`src/hw/rtl/spp_pkg.sv`:
```
`timescale 1ns / 1ps

package spp_pkg;

  // Fixed field widths of the word formats.
  localparam int LEVEL_W = 32;
  localparam int BIN_W   = 10;
  localparam int TOP_W   = 4;
  localparam int RANK_W  = 3;

  // The bin index saturates at the top of its field.
  localparam logic [BIN_W-1:0] BIN_MAX = {BIN_W{1'b1}};

  // Register reset value and default list depth.
  localparam logic [TOP_W-1:0] TOP_COUNT_RESET = TOP_W'(5);
  localparam int               MAX_PEAKS_DEF   = 8;

  // One entry of the ranked list.
  typedef struct packed {
    logic               valid;
    logic [LEVEL_W-1:0] level;
    logic [BIN_W-1:0]   bin;
  } slot_t;

  localparam slot_t EMPTY_SLOT = '0;

  // Per-cell control from the top level.
  typedef struct packed {
    logic clear;   // drop the entry at the end of a frame
    logic shift;   // take the right neighbor's entry while reporting
    logic insert;  // a peak is offered and this cell lies inside the count
  } cell_ctl_t;

endpackage

```
`src/hw/rtl/spp_cell.sv`:
```
`timescale 1ns / 1ps

module spp_cell
  import spp_pkg::*;
(
  input  logic               clk,
  input  logic               rst,
  input  cell_ctl_t          ctl,
  input  logic [LEVEL_W-1:0] lvl_new,
  input  logic [BIN_W-1:0]   bin_new,
  input  slot_t              left,
  input  logic               left_beats,
  input  slot_t              right,
  output slot_t              slot,
  output logic               beats
);

  logic               valid;
  logic [LEVEL_W-1:0] level;
  logic [BIN_W-1:0]   bin;

  // The offered peak outranks this entry; an empty entry is lowest.
  assign beats = !valid || (lvl_new > level);

  assign slot = '{valid: valid, level: level, bin: bin};

  // The valid bit is control state and clears at reset.
  always_ff @(posedge clk) begin
    if (rst || ctl.clear) begin
      valid <= 1'b0;
    end else if (ctl.shift) begin
      valid <= right.valid;
    end else if (ctl.insert && beats) begin
      valid <= left_beats ? left.valid : 1'b1;
    end
  end

  // Payload: shift toward the head while reporting, otherwise insert.
  // When the left neighbor is also beaten the entry moves down one place;
  // the first beaten cell takes the new peak.
  always_ff @(posedge clk) begin
    if (ctl.shift) begin
      level <= right.level;
      bin   <= right.bin;
    end else if (ctl.insert && beats) begin
      if (left_beats) begin
        level <= left.level;
        bin   <= left.bin;
      end else begin
        level <= lvl_new;
        bin   <= bin_new;
      end
    end
  end

endmodule

```
`src/hw/rtl/spectral_top_peak_picker_top.sv`:
```
`timescale 1ns / 1ps

// Top-N spectral peak picker.
// Input words carry one magnitude bin each, DC first, with last_bin set on
// the bin that ends the frame. A bin strictly above both neighbors (never the
// first or last bin of a frame) is offered to a ranked list held in a row of
// MAX_PEAKS cells; all cells compare and shift in parallel, so one input word
// is taken per cycle while a frame streams in.
// When the last bin is accepted, the frame's list is reported starting on
// the next cycle: min(top_count, MAX_PEAKS) output words, one per cycle when
// the receiver does not stall, rank 0 first, empty slots with slot_valid low
// and run_end on the final word. The row shifts toward its head on each
// accepted output word. Input is stalled while the report is in progress,
// including while the receiver stalls. With a count of zero nothing is
// reported and no stall occurs. A stall on the output holds the current word
// unchanged.
// top_count is written through cfg_wr_en / cfg_wr_data while the block is
// idle; the user must keep to this, the block itself does not enforce it. Reset
// (rst, synchronous) sets top_count to 5, empties the list and clears the bin history and index.

module spectral_top_peak_picker_top
  import spp_pkg::*;
#(
  parameter int MAX_PEAKS = MAX_PEAKS_DEF
) (
  input  logic               clk,
  input  logic               rst,
  input  logic               cfg_wr_en,
  input  logic [TOP_W-1:0]   cfg_wr_data,
  input  logic               in_valid,
  output logic               in_stall,
  input  logic [LEVEL_W-1:0] magnitude,
  input  logic               last_bin,
  output logic               out_valid,
  input  logic               out_stall,
  output logic [RANK_W-1:0]  rank,
  output logic [BIN_W-1:0]   peak_bin,
  output logic [LEVEL_W-1:0] peak_level,
  output logic               slot_valid,
  output logic               run_end
);

  localparam int CNT_MIN = $clog2(MAX_PEAKS + 1);
  localparam int CNT_W   = (CNT_MIN > TOP_W) ? CNT_MIN : TOP_W;
  localparam logic [CNT_W-1:0] CNT_MAX = CNT_W'(MAX_PEAKS);

  typedef enum logic {
    ST_COLLECT,
    ST_REPORT
  } state_t;

  state_t             state;
  logic [TOP_W-1:0]   top_count;
  logic [BIN_W-1:0]   bin_counter;
  logic [LEVEL_W-1:0] older_level;
  logic [LEVEL_W-1:0] newer_level;
  logic [CNT_W-1:0]   emit_idx;
  logic [CNT_W-1:0]   emit_cnt;

  logic [CNT_W-1:0]   count_ext;
  logic [CNT_W-1:0]   active_cnt;
  logic               in_take;
  logic               out_take;
  logic               is_peak;
  logic               peak_ok;
  logic               emit_last;
  logic [BIN_W-1:0]   peak_idx;

  slot_t              cell_slot [MAX_PEAKS];
  logic [MAX_PEAKS-1:0] cell_beats;
  logic [MAX_PEAKS-1:0] cell_tail;
  logic [MAX_PEAKS-1:0] cell_active;
  logic [MAX_PEAKS-1:0] cell_valid;

  // Effective count saturates at the list depth.
  assign count_ext  = CNT_W'(top_count);
  assign active_cnt = (count_ext > CNT_MAX) ? CNT_MAX : count_ext;

  assign in_stall = (state == ST_REPORT);
  assign out_valid = (state == ST_REPORT);
  assign in_take  = in_valid && !in_stall;
  assign out_take = out_valid && !out_stall;

  // The previous bin is a peak once both of its neighbors are known.
  assign is_peak  = (bin_counter >= BIN_W'(2)) && (newer_level > older_level) &&
                    (newer_level > magnitude);
  assign peak_idx = bin_counter - BIN_W'(1);

  // The peak enters only if it beats the tail slot of the active count.
  assign peak_ok = in_take && is_peak && (active_cnt != '0) &&
                   (|(cell_beats & cell_tail));

  assign emit_last = (emit_idx == emit_cnt - CNT_W'(1));

  // Row of list cells, head at index zero.
  for (genvar i = 0; i < MAX_PEAKS; i++) begin : g_cell
    slot_t     left_s;
    slot_t     right_s;
    logic      left_b;
    cell_ctl_t ctl;

    if (i == 0) begin : g_head
      assign left_s = EMPTY_SLOT;
      assign left_b = 1'b0;
    end else begin : g_body
      assign left_s = cell_slot[i-1];
      assign left_b = cell_beats[i-1];
    end

    if (i == MAX_PEAKS - 1) begin : g_tail
      assign right_s = EMPTY_SLOT;
    end else begin : g_inner
      assign right_s = cell_slot[i+1];
    end

    assign cell_tail[i]   = (active_cnt == CNT_W'(i + 1));
    assign cell_active[i] = (CNT_W'(i) < active_cnt);
    assign cell_valid[i]  = cell_slot[i].valid;

    // Frame end clears the row, either after the report or at once for
    // a count of zero.
    assign ctl.clear  = (out_take && emit_last) ||
                        (in_take && last_bin && (active_cnt == '0));
    assign ctl.shift  = out_take;
    assign ctl.insert = peak_ok && cell_active[i];

    spp_cell u_cell (
      .clk        (clk),
      .rst        (rst),
      .ctl        (ctl),
      .lvl_new    (newer_level),
      .bin_new    (peak_idx),
      .left       (left_s),
      .left_beats (left_b),
      .right      (right_s),
      .slot       (cell_slot[i]),
      .beats      (cell_beats[i])
    );
  end

  // Output word is read from the head cell.
  assign rank       = emit_idx[RANK_W-1:0];
  assign slot_valid = cell_slot[0].valid;
  assign peak_bin   = cell_slot[0].valid ? cell_slot[0].bin : '0;
  assign peak_level = cell_slot[0].valid ? cell_slot[0].level : '0;
  assign run_end    = emit_last;

  // Configuration register.
  always_ff @(posedge clk) begin
    if (rst) begin
      top_count <= TOP_COUNT_RESET;
    end else if (cfg_wr_en) begin
      top_count <= cfg_wr_data;
    end
  end

  // Frame sequencer and bin history.
  always_ff @(posedge clk) begin
    if (rst) begin
      state       <= ST_COLLECT;
      bin_counter <= '0;
      older_level <= '0;
      newer_level <= '0;
      emit_idx    <= '0;
      emit_cnt    <= '0;
    end else begin
      case (state)
        ST_COLLECT: begin
          if (in_take) begin
            if (last_bin) begin
              bin_counter <= '0;
              older_level <= '0;
              newer_level <= '0;
              emit_idx    <= '0;
              emit_cnt    <= active_cnt;
              if (active_cnt != '0) begin
                state <= ST_REPORT;
              end
            end else begin
              older_level <= newer_level;
              newer_level <= magnitude;
              if (bin_counter != BIN_MAX) begin
                bin_counter <= bin_counter + BIN_W'(1);
              end
            end
          end
        end
        ST_REPORT: begin
          if (out_take) begin
            if (emit_last) begin
              state <= ST_COLLECT;
            end else begin
              emit_idx <= emit_idx + CNT_W'(1);
            end
          end
        end
        default: begin
          state <= ST_COLLECT;
        end
      endcase
    end
  end

  // The report index stays inside the latched count.
  a_idx_in_range: assert property (@(posedge clk) disable iff (rst)
    out_valid |-> (emit_idx < emit_cnt))
    else $error("report index beyond count");

  // A frame end with a nonzero count starts the report at rank zero.
  a_report_start: assert property (@(posedge clk) disable iff (rst)
    (in_take && last_bin && (active_cnt != '0)) |=> (out_valid && (emit_idx == '0)))
    else $error("report did not start at rank zero");

  // Taking the final word ends the report and empties the row.
  a_report_end: assert property (@(posedge clk) disable iff (rst)
    (out_take && emit_last) |=> (!out_valid && (cell_valid == '0)))
    else $error("list not cleared after report");

  // Outside a report, an empty slot is never followed by a filled one.
  a_list_packed: assert property (@(posedge clk) disable iff (rst)
    !out_valid |-> ((cell_valid & ~(cell_valid >> 1) & (cell_valid >> 1)) == '0 &&
                    (((cell_valid >> 1) & ~cell_valid) == '0)))
    else $error("list has a gap");

endmodule
```
`config.mk`:
```
export PLATFORM = sky130hd
export DESIGN_NAME = spectral_top_peak_picker_top
export DESIGN_NICKNAME = d
export VERILOG_FILES = /design/src/hw/rtl/spp_pkg.sv /design/src/hw/rtl/spp_cell.sv /design/src/hw/rtl/spectral_top_peak_picker_top.sv
export SDC_FILE = /design/constraint.sdc
export NUM_CORES = 1
export LEC_CHECK = 0
export BUFFER_PORTS_ARGS = -buffer_cell sky130_fd_sc_hd__buf_2
export CAP_MARGIN = 25
export CORE_ASPECT_RATIO = 1.2
export CORE_MARGIN = 2
export CORE_UTILIZATION = 25
export CTS_BUF_LIST = sky130_fd_sc_hd__clkbuf_4
export CTS_CLUSTER_DIAMETER = 50
export DETAILED_ROUTE_END_ITERATION = 10
export PLACE_DENSITY_LB_ADDON = 0.1
export SYNTH_ARGS = -nofsm -noshare
export SYNTH_HDL_FRONTEND = slang
export SYNTH_SLANG_ARGS = --single-unit
```
`constraint.sdc`:
```
create_clock -name clk -period 12.1 [get_ports clk]
set_clock_uncertainty 0.15 [all_clocks]
set_input_delay 1.21 -clock clk [delete_from_list [all_inputs] [get_ports clk]]
set_output_delay 1.21 -clock clk [all_outputs]
set_load 0.005 [all_outputs]
```
Word level (Yosys, flattened, before mapping)
Cells that the tools add are included.

Add/subtract/negate cells: 4. Magnitude comparators: 20. Eq/ne operators: 14. Multiplexer cells: 81. Bitwise logic cells: 2. Reduce and logical (&&, ||, !) cells: 62.

Operators by type and width (number): $mux 32 (24); $gt 32x32->1 (10); $mux 10 (24); $logic_and 1x1->1 (26); $mux 1 (26); $mux 4 (5); $eq 4x3->1 const B (4); $lt 3x4->1 const A (4); $reduce_bool 2->1 (8); $add 10x1->10 const B (1); $ge 10x2->1 const B (1); $logic_not 1->1 (10); $logic_or 1x1->1 (10); $ne 10x10->1 const B (1); $sub 10x1->10 const B (1); $and 8x8->8 (1); $eq 4x2->1 const B (2); $lt 1x4->1 const A (2); $lt 2x4->1 const A (2); $pmux 4 s2 (1); $reduce_or 8->1 (1); $ne 2x2->1 const B (3); $reduce_and 3->1 (2); $add 4x1->4 const B (1); other kinds (13) (13).

Bits in registers: 431. Input bits: 42. Output and inout bits: 49. Word-level logic and storage cells: 214.

Longest topological paths before layout
Word-level depth: 10. Mapped depth: 15. Depth with buffers taken out: 12.

Hierarchy
Synthesis repeated with hierarchy kept, for this count alone.

Cells, all modules: 3184. Area total of the unflattened synthesis: 29768.6 um2.

By module, submodules not included: spp_cell (g_cell[0].u_cell ...) (instances 7, cells an instance 306, area an instance 3026.7 um2, sequential area each 1281.2 um2); spectral_top_peak_picker_top (instances 1, cells an instance 735, area an instance 5556.6 um2, sequential area each 1741.7 um2); spp_cell (g_cell[1].u_cell) (instances 1, cells an instance 307, area an instance 3025.4 um2, sequential area each 1281.2 um2).

Worst setup path after synthesis
Ideal clock, no wire load.

Path kind: input -> register. Start point: in magnitude[3]. End point: reg g_cell[2].u_cell.bin[0], enable pin. Setup time: 0.507 ns. Arrival: 5.857 ns. Required time: 11.443 ns. Setup slack: 5.586 ns. Cell stages on the path: 12. Buffers on the path: 1. Path through: inv_1 -> ha_1 -> nand4_1 -> o21bai_1 -> a31oi_1 -> o21ai_0 -> nand3_1 -> a211oi_1 -> a211o_1 -> a21o_1 -> buf_6 -> o31ai_1.

Cells in the longest elaborated chain, start to end: 8.

RTL lines: start, declared (line spectral_top_peak_picker_top.sv:32) `input logic [LEVEL_W-1:0] magnitude,`; $gt 32x32->1 (line spectral_top_peak_picker_top.sv:86) `(newer_level > magnitude);`; $logic_and 1x1->1 (line spectral_top_peak_picker_top.sv:85) `assign is_peak = (bin_counter >= BIN_W'(2)) && (newer_level > older_level) &&`; $logic_and 1x1->1 (3 in series) (line spectral_top_peak_picker_top.sv:90) `assign peak_ok = in_take && is_peak && (active_cnt != '0) &&`; $logic_and 1x1->1 (line spectral_top_peak_picker_top.sv:125) `assign ctl.insert = peak_ok && cell_active[i];`; $logic_and 1x1->1 (line spp_cell.sv:45) `end else if (ctl.insert && beats) begin`; $reduce_bool 2->1 (no line); end signal, assigned (line spp_cell.sv:44) `bin <= right.bin;`; end signal, assigned (line spp_cell.sv:48) `bin <= left.bin;`; end signal, assigned (line spp_cell.sv:51) `bin <= bin_new;`; end, declared (line spp_cell.sv:20) `logic [BIN_W-1:0] bin;`.

No other way between the ends. A chain may end at the register's enable or synchronous reset.

Final worst setup path
Start point: reg newer_level[10]. End point: reg g_cell[4].u_cell.bin[3], enable pin.

Cells in the longest elaborated chain, start to end: 9. Elaborated cells on any way between the ends: 28. Classes of those cells: 10 x order compare; 1 x bitwise; 17 x reduce/logical.

RTL lines: start, declared (line spectral_top_peak_picker_top.sv:56) `logic [LEVEL_W-1:0] newer_level;`; start signal, assigned (line spectral_top_peak_picker_top.sv:181) `newer_level <= magnitude;`; branches (longest 7 deep; another with $gt 32x32->1); $logic_and 1x1->1 * (line spp_cell.sv:45); $reduce_bool 2->1 (no line) *; end signal, assigned (line spp_cell.sv:44); end signal, assigned (line spp_cell.sv:48); end signal, assigned (line spp_cell.sv:51); end, declared (line spp_cell.sv:20).

Every way passes the cells marked *.

==> results.ini <==
[layout]
syn_to_final_growth_pct=14.3
final_area_sq_um=32600
final_nets=3789
utilization_pct=28.9
final_layout_size_suffix_gt1_share_pct=12.1

[power]
finalPower_uw=3830
p_leak_uw=0.0136
p_per_area_nw_per_um2=117
ir_drop_mv=0.0682

[placed_design]
gp_congestion=0.809
dpl.hpwl_mm=71.3
portBuffers=90
dpl_cell_area_sq_um=30800
pre_cts_ws_ns=6.60

[synthesis]
async_reset_ff_share_pct=0
yosys.area.top_type=edfxtp_1
syn_area_sq_um=28500
synth.distinct_cells=65
synth.area.top_cells=edfxtp_1, ha_1, dfxtp_1
ys_warn_count=0
synth_seq_cells=431
yosysMostFrequentCell=nand2_1
synthTopCellsByCount=nand2_1, a21oi_1, inv_1
postSynthAreaPerCell_sq_um=8.59
synth_ff_type=edfxtp_1
synthCells=3322
synth-edff-count=294
synth_fp_nets=3689
ys_seq_area_share_pct=40.6
synth_top_area_share_pct=30.9

[die]
start_util_pct=25.3
core-area_sq_um=113000
boundaryPins=91
fp.dieW_microns=312
dieArea_sq_um=117000
die_h_microns=374
row_count=135

[global_routing]
overflow=0
grt_pass1_vias=24145
grt_pass1_wl_mm=156
grt_antenna_before_repair=2
grt_use_total_pct=17.7
grt_max_degree=237

[timing]
final_hold_viol_count=0
setup_ws_ns=6.55
tightest_slew_ns=1.05
relSlewSlack_pct=30.3
period_share_pct=45.9
setup_viol=0
period_minus_slack_ns=5.55
drv_slew=0
fin_setup_tns_ns=0
clock.fmax_mhz=180
rsz0062_at_grt=false

[route]
dr.max_layer_used=met4
routedWlPerCell_microns=20.4
ant_nets=0
drtIter0Drc=1309
dr_total_vias=23781
drc=0
wl_mm=103
viasPerCell=4.72
wl_met1_mm=49.0
met3_length_mm=3.18
routed-wl-met2_mm=48.2
first_pass_iters=5

[status]
status=completed

[worst_hold_path]
hold_end=count_ext[2]
min_path_type=in -> reg
hp-start=cfg_wr_data[2]
worstHoldPathCells=2

[cts]
cts.sinks=431
cts_setup_buffers=0
ctsLongestPathBuffers=3
cts.clk_slew.worst_paths_ns=0.06
ctsResizeCount=0
cts_tree=yes
insertion_delay_ns=1.08
holdBufCountCts=0
cts_max_level=4
cts_made_buffers=139
cts_root_buf=clkbuf_4

[setup_path]
timing.rr.end=g_cell[4].u_cell.bin[3]
cp_data_required_time_ns=12.60
timing.rr.start=newer_level[10]
worst-path-max-fanout=26
critPathCaptureType=register
critPathKind=reg -> reg
crit_path_start_kind=register
reg2reg_setup_slack_ns=6.55
cp.arrival_ns=6.05
rr_worst_depth=11

[run]
max_cap_viol_count=0

==> area by class of cell <==
cell class,count,area [sq um]
Inverter,330,1240
Clock inverter,27,135
Antenna cell,2,5.00
Fill cell,12227,80400
Timing Repair Buffer,160,1020
Sequential cell,431,11600
Tap cell,1507,1890
Clock buffer,221,1660
Multi-Input combinational cell,2360,15100
==> per-stage QoR <==
step           hold slack [ns]  std cells
2_1_floorplan            0.286       3322
3_3_place_gp             0.294       4784
3_5_place_dp             0.297       4785
4_1_cts                 0.0650       5033
5_1_grt                  0.122       5037
6_report                 0.244       5038
==> critical path, stage by stage (launching register included) <==
cell and delay (ns):
dfxtp_1 0.85, ha_1 0.25, nand4_1 0.28, a2111oi_0 0.75
a211oi_1 0.17, a211oi_1 0.65, o21ai_4 0.07, or3_1 0.34
a21o_1 0.37, nand2b_1 0.27, nand2_2 0.43, buf_4 0.56
==> kinds of logic (layout without fill, tap and decap cells) <==
group,after synthesis,after routing,synth area share [%]
AOI/OAI and AO/OA,828,828,16.0
other,0,2,0
xor gates and xnor gates,22,22,0.675
buffers and inverters,531,738,7.14
and+or+nand+nor,1009,1009,15.1
muxes,176,176,6.21
adders and majority gates,325,325,14.3
DFF,431,431,40.6
==> worst max-delay path by stage <==
stage / end / startpoint
floorplan: g_cell[2].u_cell.bin[0] / magnitude[3]
global placement: g_cell[4].u_cell.bin[3] / newer_level[10]
detailed placement: g_cell[4].u_cell.bin[5] / newer_level[10]
CTS: g_cell[4].u_cell.bin[6] / newer_level[10]
global route: g_cell[4].u_cell.level[10] / newer_level[10]
finish: g_cell[4].u_cell.bin[3] / newer_level[10]
==> where the power goes <==
part | switching, uW | internal (uW)
clock | 744 | 844
sequential | 37.3 | 1640
combinational | 381 | 183
total | 1160 | 2660
==> layer usage <==
layer	track usage, %	vias up
met5	0	-
met4	5.91	0
met3	2.92	131
met2	29.0	380
met1	23.4	11379
li1	-	11891
==> registers in the layout, indices dropped and copies added, names as in the netlist <==
signal / cells
count_ext: 4
older_level: 32
emit_idx: 4
g_cell.u_cell.bin: 80
bin_counter: 10
in_stall: 1
g_cell.u_cell.valid: 8
emit_cnt: 4
newer_level: 32
g_cell.u_cell.level: 256
==> cell usage in the layout, fill, tap and decap left out, types with 4 or more instances in the layout <==
cell and count:
clkinv_1 16, a21oi_1 353, nor3_1 22, a31oi_1 9, a211o_1 6, a21boi_0 6, and2_1 12, mux2i_1 167
buf_2 90, nor2b_1 13, nor4_1 17, o21a_1 7, mux2_2 9, a21o_1 29, inv_2 7, or3_1 8
o21bai_1 5, o21ai_4 4, xor2_1 9, buf_4 66, o31a_1 4, and3_1 7, inv_1 329, a221oi_1 4
nand2_1 472, and4_1 5, a211oi_1 49, xnor2_1 13, dfxtp_1 137, nor2_1 311, nand3_1 40, edfxtp_1 294
ha_1 325, nand2b_1 11, nand4_1 63, clkbuf_4 221, o211ai_1 9, o21ai_0 313
(Power assumes the default switching activity.)
